===== config.mk =====
export PLATFORM = sky130hd
export DESIGN_NAME = integer_to_roman_numeral_core_flat
export DESIGN_NICKNAME = d
export VERILOG_FILES = /design/src/irn_pkg.sv /design/src/irn_channels.sv /design/src/irn_front.sv /design/src/irn_queue.sv /design/src/irn_back.sv /design/src/integer_to_roman_numeral_core.sv /design/src/flat_wrapper.sv
export SDC_FILE = /design/constraint.sdc
export NUM_CORES = 1
export LEC_CHECK = 0
export ABC_AREA = 1
export ABC_CLOCK_PERIOD_IN_PS = 2300
export BUFFER_PORTS_ARGS = -buffer_cell sky130_fd_sc_hd__buf_4
export CAP_MARGIN = 20
export CORE_MARGIN = 3
export CORE_UTILIZATION = 55
export CTS_CLUSTER_DIAMETER = 100
export CTS_CLUSTER_SIZE = 25
export DETAILED_ROUTE_END_ITERATION = 10
export GPL_TIMING_DRIVEN = 0
export PLACE_DENSITY = 0.76
export SLEW_MARGIN = 20
export SYNTH_ARGS = -nofsm -noshare
export SYNTH_HDL_FRONTEND = slang
export SYNTH_HIERARCHICAL = 1
export SYNTH_SLANG_ARGS = --single-unit

===== constraint.sdc =====
create_clock -name i_clk -period 2.3 [get_ports i_clk]
set_input_delay 0.345 -clock i_clk [delete_from_list [all_inputs] [get_ports i_clk]]
set_output_delay 0.345 -clock i_clk [all_outputs]
set_load 0.005 [all_outputs]

===== src/irn_pkg.sv =====
// ----------------------------------------------------------------------------
// irn_pkg
// Types, constants and numeral tables shared by the integer-to-Roman core.
// ----------------------------------------------------------------------------
`default_nettype none

package irn_pkg;

    localparam int VALUE_W     = 12;
    localparam int SYMBOL_W    = 7;
    localparam int STEP_W      = 4;
    localparam int NUM_ENTRIES = 13;
    localparam int MAX_VALID   = 3999;
    localparam int QUEUE_DEPTH = 2;
    localparam int QUEUE_AW    = (QUEUE_DEPTH > 1) ? $clog2(QUEUE_DEPTH) : 1;
    localparam int QUEUE_CW    = $clog2(QUEUE_DEPTH + 1);

    localparam logic [SYMBOL_W-1:0] SYM_NONE = 7'h00;
    localparam logic [SYMBOL_W-1:0] SYM_I    = 7'h49;
    localparam logic [SYMBOL_W-1:0] SYM_V    = 7'h56;
    localparam logic [SYMBOL_W-1:0] SYM_X    = 7'h58;
    localparam logic [SYMBOL_W-1:0] SYM_L    = 7'h4C;
    localparam logic [SYMBOL_W-1:0] SYM_C    = 7'h43;
    localparam logic [SYMBOL_W-1:0] SYM_D    = 7'h44;
    localparam logic [SYMBOL_W-1:0] SYM_M    = 7'h4D;

    typedef struct packed {
        logic               err;
        logic [VALUE_W-1:0] value;
    } t_job;

    typedef enum logic {
        BK_IDLE,
        BK_RUN
    } t_back_state;

    function automatic logic [VALUE_W-1:0] weight(input logic [STEP_W-1:0] step);
        logic [VALUE_W-1:0] w;
        case (step)
            4'd0:    w = 12'd1000;
            4'd1:    w = 12'd900;
            4'd2:    w = 12'd500;
            4'd3:    w = 12'd400;
            4'd4:    w = 12'd100;
            4'd5:    w = 12'd90;
            4'd6:    w = 12'd50;
            4'd7:    w = 12'd40;
            4'd8:    w = 12'd10;
            4'd9:    w = 12'd9;
            4'd10:   w = 12'd5;
            4'd11:   w = 12'd4;
            default: w = 12'd1;
        endcase
        return w;
    endfunction

    function automatic logic [SYMBOL_W-1:0] lead_sym(input logic [STEP_W-1:0] step);
        logic [SYMBOL_W-1:0] s;
        case (step)
            4'd0:    s = SYM_M;
            4'd1:    s = SYM_C;
            4'd2:    s = SYM_D;
            4'd3:    s = SYM_C;
            4'd4:    s = SYM_C;
            4'd5:    s = SYM_X;
            4'd6:    s = SYM_L;
            4'd7:    s = SYM_X;
            4'd8:    s = SYM_X;
            4'd9:    s = SYM_I;
            4'd10:   s = SYM_V;
            default: s = SYM_I;
        endcase
        return s;
    endfunction

    function automatic logic [SYMBOL_W-1:0] tail_sym(input logic [STEP_W-1:0] step);
        logic [SYMBOL_W-1:0] s;
        case (step)
            4'd1:    s = SYM_M;
            4'd3:    s = SYM_D;
            4'd5:    s = SYM_C;
            4'd7:    s = SYM_L;
            4'd9:    s = SYM_X;
            4'd11:   s = SYM_V;
            default: s = SYM_NONE;
        endcase
        return s;
    endfunction

endpackage

`default_nettype wire


===== src/irn_channels.sv =====
// ----------------------------------------------------------------------------
// irn_channels
// Valid/ready channels for integer input and numeral character output.
// ----------------------------------------------------------------------------
`default_nettype none

interface irn_in_if;
    logic                        valid;
    logic                        ready;
    logic [irn_pkg::VALUE_W-1:0] value;

    modport source (output valid, output value, input ready);
    modport sink   (input valid, input value, output ready);
endinterface

interface irn_out_if;
    logic                         valid;
    logic                         ready;
    logic [irn_pkg::SYMBOL_W-1:0] symbol;
    logic                         last;
    logic                         error;

    modport source (output valid, output symbol, output last, output error, input ready);
    modport sink   (input valid, input symbol, input last, input error, output ready);
endinterface

`default_nettype wire


===== src/irn_front.sv =====
// ----------------------------------------------------------------------------
// irn_front
// Accept input transactions, range-check the value and hold one classified job.
// ----------------------------------------------------------------------------
`default_nettype none

module irn_front (
    input  wire logic          i_clk,
    input  wire logic          i_rst_n,
    irn_in_if.sink             i_in,
    output      logic          o_job_valid,
    input  wire logic          i_job_ready,
    output      irn_pkg::t_job o_job
);

    logic          r_valid;
    irn_pkg::t_job r_job;
    logic          in_take;
    logic          bad;

    assign i_in.ready = !r_valid || i_job_ready;
    assign in_take    = i_in.valid && i_in.ready;
    assign bad        = (i_in.value == '0) ||
                        (i_in.value > irn_pkg::VALUE_W'(irn_pkg::MAX_VALID));

    always_ff @(posedge i_clk) begin
        if (!i_rst_n) begin
            r_valid <= 1'b0;
        end else if (in_take) begin
            r_valid <= 1'b1;
        end else if (i_job_ready) begin
            r_valid <= 1'b0;
        end
    end

    always_ff @(posedge i_clk) begin
        if (in_take) begin
            r_job.err   <= bad;
            r_job.value <= i_in.value;
        end
    end

    assign o_job_valid = r_valid;
    assign o_job       = r_job;

endmodule

`default_nettype wire


===== src/irn_queue.sv =====
// ----------------------------------------------------------------------------
// irn_queue
// Short job queue between the front and the back of the converter.
// ----------------------------------------------------------------------------
`default_nettype none

module irn_queue (
    input  wire logic          i_clk,
    input  wire logic          i_rst_n,
    input  wire logic          i_push_valid,
    output      logic          o_push_ready,
    input  wire irn_pkg::t_job i_push_job,
    output      logic          o_pop_valid,
    input  wire logic          i_pop_ready,
    output      irn_pkg::t_job o_pop_job
);

    localparam logic [irn_pkg::QUEUE_AW-1:0] LAST_PTR =
        irn_pkg::QUEUE_AW'(irn_pkg::QUEUE_DEPTH - 1);
    localparam logic [irn_pkg::QUEUE_CW-1:0] FULL_CNT =
        irn_pkg::QUEUE_CW'(irn_pkg::QUEUE_DEPTH);

    irn_pkg::t_job                 r_mem [irn_pkg::QUEUE_DEPTH];
    logic [irn_pkg::QUEUE_AW-1:0]  r_wr_ptr;
    logic [irn_pkg::QUEUE_AW-1:0]  r_rd_ptr;
    logic [irn_pkg::QUEUE_CW-1:0]  r_count;
    logic                          push;
    logic                          pop;

    assign o_push_ready = (r_count != FULL_CNT);
    assign o_pop_valid  = (r_count != '0);
    assign push         = i_push_valid && o_push_ready;
    assign pop          = i_pop_ready && o_pop_valid;
    assign o_pop_job    = r_mem[r_rd_ptr];

    always_ff @(posedge i_clk) begin
        if (!i_rst_n) begin
            r_wr_ptr <= '0;
            r_rd_ptr <= '0;
            r_count  <= '0;
        end else begin
            if (push) begin
                r_wr_ptr <= (r_wr_ptr == LAST_PTR) ? '0 : r_wr_ptr + 1'b1;
            end
            if (pop) begin
                r_rd_ptr <= (r_rd_ptr == LAST_PTR) ? '0 : r_rd_ptr + 1'b1;
            end
            if (push && !pop) begin
                r_count <= r_count + 1'b1;
            end else if (pop && !push) begin
                r_count <= r_count - 1'b1;
            end
        end
    end

    always_ff @(posedge i_clk) begin
        if (push) begin
            r_mem[r_wr_ptr] <= i_push_job;
        end
    end

endmodule

`default_nettype wire


===== src/irn_back.sv =====
// ----------------------------------------------------------------------------
// irn_back
// Greedy-subtraction sequencer: one numeral character per output transaction.
// ----------------------------------------------------------------------------
`default_nettype none

module irn_back (
    input  wire logic          i_clk,
    input  wire logic          i_rst_n,
    input  wire logic          i_job_valid,
    output      logic          o_job_ready,
    input  wire irn_pkg::t_job i_job,
    irn_out_if.source          o_out
);

    irn_pkg::t_back_state          r_state;
    irn_pkg::t_back_state          n_state;
    logic [irn_pkg::VALUE_W-1:0]   r_rem;
    logic [irn_pkg::VALUE_W-1:0]   n_rem;
    logic [irn_pkg::STEP_W-1:0]    r_step;
    logic [irn_pkg::STEP_W-1:0]    n_step;
    logic                          r_pend;
    logic                          n_pend;
    logic                          r_out_valid;
    logic [irn_pkg::SYMBOL_W-1:0]  r_sym;
    logic                          r_last;
    logic                          r_err;

    logic                          can_emit;
    logic                          pop;
    logic                          emit;
    logic [irn_pkg::SYMBOL_W-1:0]  e_sym;
    logic                          e_last;
    logic                          e_err;
    logic [irn_pkg::VALUE_W-1:0]   w;
    logic [irn_pkg::VALUE_W-1:0]   diff;
    logic [irn_pkg::SYMBOL_W-1:0]  tail;

    assign can_emit = !r_out_valid || o_out.ready;
    assign w        = irn_pkg::weight(r_step);
    assign diff     = r_rem - w;
    assign tail     = irn_pkg::tail_sym(r_step);

    always_comb begin
        n_state = r_state;
        case (r_state)
            irn_pkg::BK_IDLE: begin
                if (pop && !i_job.err) n_state = irn_pkg::BK_RUN;
            end
            irn_pkg::BK_RUN: begin
                if (emit && e_last) n_state = irn_pkg::BK_IDLE;
            end
            default: n_state = irn_pkg::BK_IDLE;
        endcase
    end

    always_comb begin
        pop    = 1'b0;
        emit   = 1'b0;
        e_sym  = irn_pkg::SYM_NONE;
        e_last = 1'b0;
        e_err  = 1'b0;
        n_rem  = r_rem;
        n_step = r_step;
        n_pend = r_pend;
        case (r_state)
            irn_pkg::BK_IDLE: begin
                if (i_job_valid && can_emit) begin
                    pop = 1'b1;
                    if (i_job.err) begin
                        emit   = 1'b1;
                        e_last = 1'b1;
                        e_err  = 1'b1;
                    end else begin
                        n_rem  = i_job.value;
                        n_step = '0;
                        n_pend = 1'b0;
                    end
                end
            end
            irn_pkg::BK_RUN: begin
                if (r_pend) begin
                    if (can_emit) begin
                        emit   = 1'b1;
                        e_sym  = tail;
                        e_last = (diff == '0);
                        n_pend = 1'b0;
                        n_rem  = diff;
                    end
                end else if (r_rem >= w) begin
                    if (can_emit) begin
                        emit  = 1'b1;
                        e_sym = irn_pkg::lead_sym(r_step);
                        if (tail != irn_pkg::SYM_NONE) begin
                            n_pend = 1'b1;
                        end else begin
                            n_rem  = diff;
                            e_last = (diff == '0);
                        end
                    end
                end else begin
                    n_step = r_step + 1'b1;
                end
            end
            default: ;
        endcase
    end

    always_ff @(posedge i_clk) begin
        if (!i_rst_n) begin
            r_state     <= irn_pkg::BK_IDLE;
            r_step      <= '0;
            r_pend      <= 1'b0;
            r_out_valid <= 1'b0;
        end else begin
            r_state <= n_state;
            r_step  <= n_step;
            r_pend  <= n_pend;
            if (emit) begin
                r_out_valid <= 1'b1;
            end else if (o_out.ready) begin
                r_out_valid <= 1'b0;
            end
        end
    end

    always_ff @(posedge i_clk) begin
        r_rem <= n_rem;
        if (emit) begin
            r_sym  <= e_sym;
            r_last <= e_last;
            r_err  <= e_err;
        end
    end

    assign o_job_ready  = pop;
    assign o_out.valid  = r_out_valid;
    assign o_out.symbol = r_sym;
    assign o_out.last   = r_last;
    assign o_out.error  = r_err;

endmodule

`default_nettype wire


===== src/integer_to_roman_numeral_core.sv =====
// ----------------------------------------------------------------------------
// integer_to_roman_numeral_core
// Converts integers 1..3999 to Roman numerals, one ASCII letter per output.
// ----------------------------------------------------------------------------
//  port     dir  payload                     role
//  i_in     in   value[11:0]                 integer to convert
//  o_out    out  symbol[6:0], last, error    one letter, or one error marker
//
//  A valid value is loaded into the single greedy-subtraction sequencer in
//  the back, which emits one letter at a time and passes over table entries
//  that do not fit. An out-of-range value gives a lone error marker.
//  Reset (i_rst_n low, synchronous) empties the job queue and output register.
//  A stalled output holds the sequencer; the front and its two-entry queue
//  keep taking values meanwhile, until both are full.
// ----------------------------------------------------------------------------
`default_nettype none

module integer_to_roman_numeral_core (
    input  wire logic i_clk,
    input  wire logic i_rst_n,
    irn_in_if.sink    i_in,
    irn_out_if.source o_out
);

    logic          front_valid;
    logic          front_ready;
    irn_pkg::t_job front_job;
    logic          queue_valid;
    logic          queue_ready;
    irn_pkg::t_job queue_job;

    irn_front u_front (
        .i_clk       (i_clk),
        .i_rst_n     (i_rst_n),
        .i_in        (i_in),
        .o_job_valid (front_valid),
        .i_job_ready (front_ready),
        .o_job       (front_job)
    );

    irn_queue u_queue (
        .i_clk        (i_clk),
        .i_rst_n      (i_rst_n),
        .i_push_valid (front_valid),
        .o_push_ready (front_ready),
        .i_push_job   (front_job),
        .o_pop_valid  (queue_valid),
        .i_pop_ready  (queue_ready),
        .o_pop_job    (queue_job)
    );

    irn_back u_back (
        .i_clk       (i_clk),
        .i_rst_n     (i_rst_n),
        .i_job_valid (queue_valid),
        .o_job_ready (queue_ready),
        .i_job       (queue_job),
        .o_out       (o_out)
    );

endmodule

`default_nettype wire


===== src/flat_wrapper.sv =====
// flat-port wrapper written by rule: the top's interface ports become plain ports
module integer_to_roman_numeral_core_flat 
  (i_clk, i_rst_n, i_in_valid, i_in_value, i_in_ready, o_out_valid, o_out_symbol, o_out_last, o_out_error, o_out_ready);
  irn_in_if i_in_i ();
  irn_out_if o_out_i ();
  input  wire logic i_clk;
  input  wire logic i_rst_n;
  input wire logic [$bits(i_in_i.valid)-1:0] i_in_valid;
  input wire logic [$bits(i_in_i.value)-1:0] i_in_value;
  output wire logic [$bits(i_in_i.ready)-1:0] i_in_ready;
  output wire logic [$bits(o_out_i.valid)-1:0] o_out_valid;
  output wire logic [$bits(o_out_i.symbol)-1:0] o_out_symbol;
  output wire logic [$bits(o_out_i.last)-1:0] o_out_last;
  output wire logic [$bits(o_out_i.error)-1:0] o_out_error;
  input wire logic [$bits(o_out_i.ready)-1:0] o_out_ready;
  assign i_in_i.valid = i_in_valid;
  assign i_in_i.value = i_in_value;
  assign i_in_ready = i_in_i.ready;
  assign o_out_valid = o_out_i.valid;
  assign o_out_symbol = o_out_i.symbol;
  assign o_out_last = o_out_i.last;
  assign o_out_error = o_out_i.error;
  assign o_out_i.ready = o_out_ready;
  integer_to_roman_numeral_core u_core (.i_clk(i_clk), .i_rst_n(i_rst_n), .i_in(i_in_i), .o_out(o_out_i));
endmodule

==> results.py <==
metrics = {
    "global_route": {
        "grt_max_degree": 17,
        "antenna_found_initial": 0,
        "grt_pass1_vias": 3282,
        "gr-usage-all-layers_pct": 20.2,
        "grt-ovfl-total": 0,
        "grt_first_pass_wirelength_microns": 15200,
    },
    "layout": {
        "drive_gt1_share_pct": 28.5,
        "design_area_sq_mm": 0.00546,
        "final_common_cell": "nand2_1",
        "layoutNonFillerInstCount": 645,
        "nNetsFinal": 573,
        "mostFrequentLayoutCells": "nand2_1 (108), edfxtp_1 (59), inv_1 (56)",
        "area_growth_pct": 19.9,
        "antenna_cells": 0,
    },
    "die": {
        "io_pins": 27,
        "initial_core_util_pct": 57.7,
        "core_sq_mm": 0.00789,
        "die_w_microns": 97.0,
        "fp-row-count": 32,
        "dieArea_sq_mm": 0.00940,
        "dieHeight_microns": 97.0,
    },
    "worst_setup_path": {
        "reg2regPathDepth": 19,
        "critPathTopFamily": "simple AND/OR/NAND/NOR gates",
        "startpoint": "u_core/u_back/r_rem[0]",
        "crit_buf_inv": 3,
        "critical_path_class": "reg2reg",
        "critPathArrivalTime_ns": 2.79,
        "r2r_slack_ns": -0.23,
        "endpoint_kind": "flop",
        "r2r-start": "u_core/u_back/r_rem[0]",
        "cp.required_ns": 2.56,
        "path_cells": "inv_2, ha_4, inv_2, fa_2, nand2_1, nand2_1, nand3_2, nand2_2, nand2_2, nand2_4, nand2_8, nand2_8, nand2_4, nand3_4, ha_4, inv_2, nand4_1, nand3_1, nand2_1",
        "slowest_stage": "edfxtp_1",
        "cp_slowest_stage_delay_ns": 0.40,
        "cp-start-kind": "flop",
        "worstReg2RegEnd": "u_core/u_back/w[2]",
        "endpoint": "u_core/u_back/w[2]",
        "worst-path-stages": 19,
        "path_max_fanout": 7,
    },
    "logic_synthesis": {
        "ys_ff_latch": 86,
        "synth_edf_count": 59,
        "synth_cell_type_count": 45,
        "yosys_warnings": 6,
        "syn_nets": 517,
        "synth_area_sq_mm": 0.00455,
        "netlist_instances": 482,
        "yosys.area.top_type_share_pct": 38.9,
        "netlist_top_cells_area": "edfxtp_1 (39%), dfxtp_1 (12%), nand2_1 (9.7%)",
        "yosys_most_used_dff": "edfxtp_1",
        "synth_top_area_cell": "edfxtp_1",
        "synth.avg_cell_area_sq_um": 9.44,
        "synthArstFlopShare_pct": 0,
        "seq_area_frac_synth_pct": 50.8,
    },
    "status": {
        "violations": "setup timing",
        "status": "complete, but fails checks",
    },
    "routing": {
        "drt-initial-drc-count": 254,
        "vias_per_cell": 5.38,
        "ant_nets": 0,
        "firstDrtPassIters": 5,
        "drc_errors": 0,
        "drt_wl_total_microns": 9330,
        "routedWlPerCell_microns": 14.5,
        "vias": 3470,
    },
    "cts": {
        "cts_root_buffer": "clkbuf_8",
        "clkTransAtPathRegs_ns": 0.09,
        "clockBufferDepth": 2,
        "htreeDepth": 3,
        "numCtsBuffers": 9,
        "clock_sinks": 86,
        "clkLatencyLatePin_ns": 0.36,
        "cts_tree": "done",
    },
    "pwr": {
        "max-vdd-ir-drop_uv": 642,
        "finalPower_mw": 8.00,
        "p_leak_nw": 2.43,
        "p_per_area_mw_per_mm2": 1470,
    },
    "timing": {
        "fin_ws_ns": -0.232,
        "slew_headroom_pct": 56.2,
        "rsz0062_at_grt": "true",
        "worst_pin_slew_ns": 0.657,
        "finalClockSkew_ns": 0.00922,
        "setup_violations": 27,
        "finalHoldViolCount": 0,
        "post-route-period-util_pct": 110,
        "hold_ws_ns": 0.166,
        "slew_viol_final": 0,
        "period_minus_slack_ns": 2.53,
        "max_freq_mhz": 395,
    },
    "placed_design": {
        "portBuffers": 25,
        "dp_hpwl_microns": 6480,
        "pre_cts_ws_ns": -0.346,
        "gp_congestion": 0.917,
        "place_area_sq_mm": 0.00492,
        "dp_cells": 609,
    },
    "run": {
        "maxCapViolCount": 0,
    },
    "min_path": {
        "hp-class": "in2reg",
    },
}
==> flip-flops by register name, summed over array words and instances (netlist names), named ones only <==
| signal | flops |
|---|---|
| u_core/u_queue/r_rd_ptr | 1 |
| u_core/u_queue/r_count | 2 |
| u_core/u_queue/r_wr_ptr | 1 |
| u_core/u_back/o_out.valid | 1 |
| u_core/u_back/r_step | 4 |
| u_core/u_front/o_job_valid | 1 |
| u_core/u_back/o_out.error | 1 |
| u_core/u_front/o_job | 13 |
| u_core/u_back/w | 9 |
| u_core/u_back/r_rem | 12 |
| u_core/u_back/r_state | 1 |
| u_core/u_back/o_out.symbol | 6 |
| u_core/u_queue/r_mem | 26 |
| u_core/u_back/o_out.last | 1 |
| u_core/u_back/r_pend | 1 |
==> cell families (layout without fill, tap and decap cells) <==
kind of cell	after synthesis	after routing	share of synthesized area, %
simple gates	232	233	24.7
compound gates	45	45	5.94
mux	13	13	4.04
xor+xnor	7	7	1.35
other cells	1	1	0.0824
buf+inv	79	139	7.67
flops	86	86	50.8
fa+ha+maj	19	19	5.39
==> layout make-up <==
cell class	count	area (sq um)
tap	102	128
clock inverter	7	104
timing repair buffer	44	354
inverter	67	259
fill	572	2430
buffer	12	98.8
sequential	86	2310
clock buffer	9	124
multi-input combinational	318	2080
==> worst min-delay path by stage <==
stage	start	endpoint	slack (ns)	depth (start not counted)
detailed placement	u_core/u_front/o_job[11]	u_core/u_queue/r_mem[1][11]	0.43	0
global placement	u_core/u_front/o_job[7]	u_core/u_queue/r_mem[0][7]	0.42	0
finish	i_in_value[5]	u_core/u_front/o_job[5]	0.17	1
CTS	i_in_value[5]	u_core/u_front/o_job[5]	0.15	1
global route	i_in_value[5]	u_core/u_front/o_job[5]	0.14	1
floorplan	u_core/u_front/o_job[0]	u_core/u_queue/r_mem[0][0]	0.42	0
==> per-stage QoR <==
stage               util, %  TNS (ns)
floorplan                 -   -0.0186
global placement       62.4     -2.89
detailed placement     62.4     -4.61
CTS                    67.2     -1.94
global route           69.2     -6.68
finish                 69.2     -2.26
==> layer usage <==
metal,global-route usage [%],vias to the layer above,part of all wire (%)
met5,0,-,0
met4,8.86,0,2.9
met3,4.33,29,5.2
met2,33.1,129,49
met1,25.8,1620,43
li1,-,1692,-
==> synthesized netlist by cell type, types with 2 or more instances <==
master,count
mux2_4,10
inv_2,3
o21ai_0,18
dfxtp_1,27
nand3_1,28
nor2_2,5
a21oi_1,15
ha_1,18
nand3b_1,4
clkbuf_1,4
nand3_2,5
nand2_1,118
inv_1,63
mux2_2,3
xnor2_1,3
nand3_4,2
nand2_8,2
buf_4,2
nor2_1,39
a21oi_2,2
edfxtp_1,59
nor3_1,2
nand4_1,10
o21ai_2,2
buf_6,2
xor2_1,4
nand2_4,6
nand2_2,9
==> power breakdown <==
part	switching (mW)	internal, mW
Sequential	0.204	2.19
Clock	0.568	0.626
Combinational	2.68	1.74
Total	3.45	4.56
==> what timing repair did <==
action	CTS	global route
buffers inserted	13	6
hold buffers	0	0
endpoints found under the setup margin	32	46
pin swaps	18	19
gates cloned	1	1
endpoints found under the hold margin	0	0
resized for setup	16	28
Note: power is estimated with default switching activity, not from simulation.
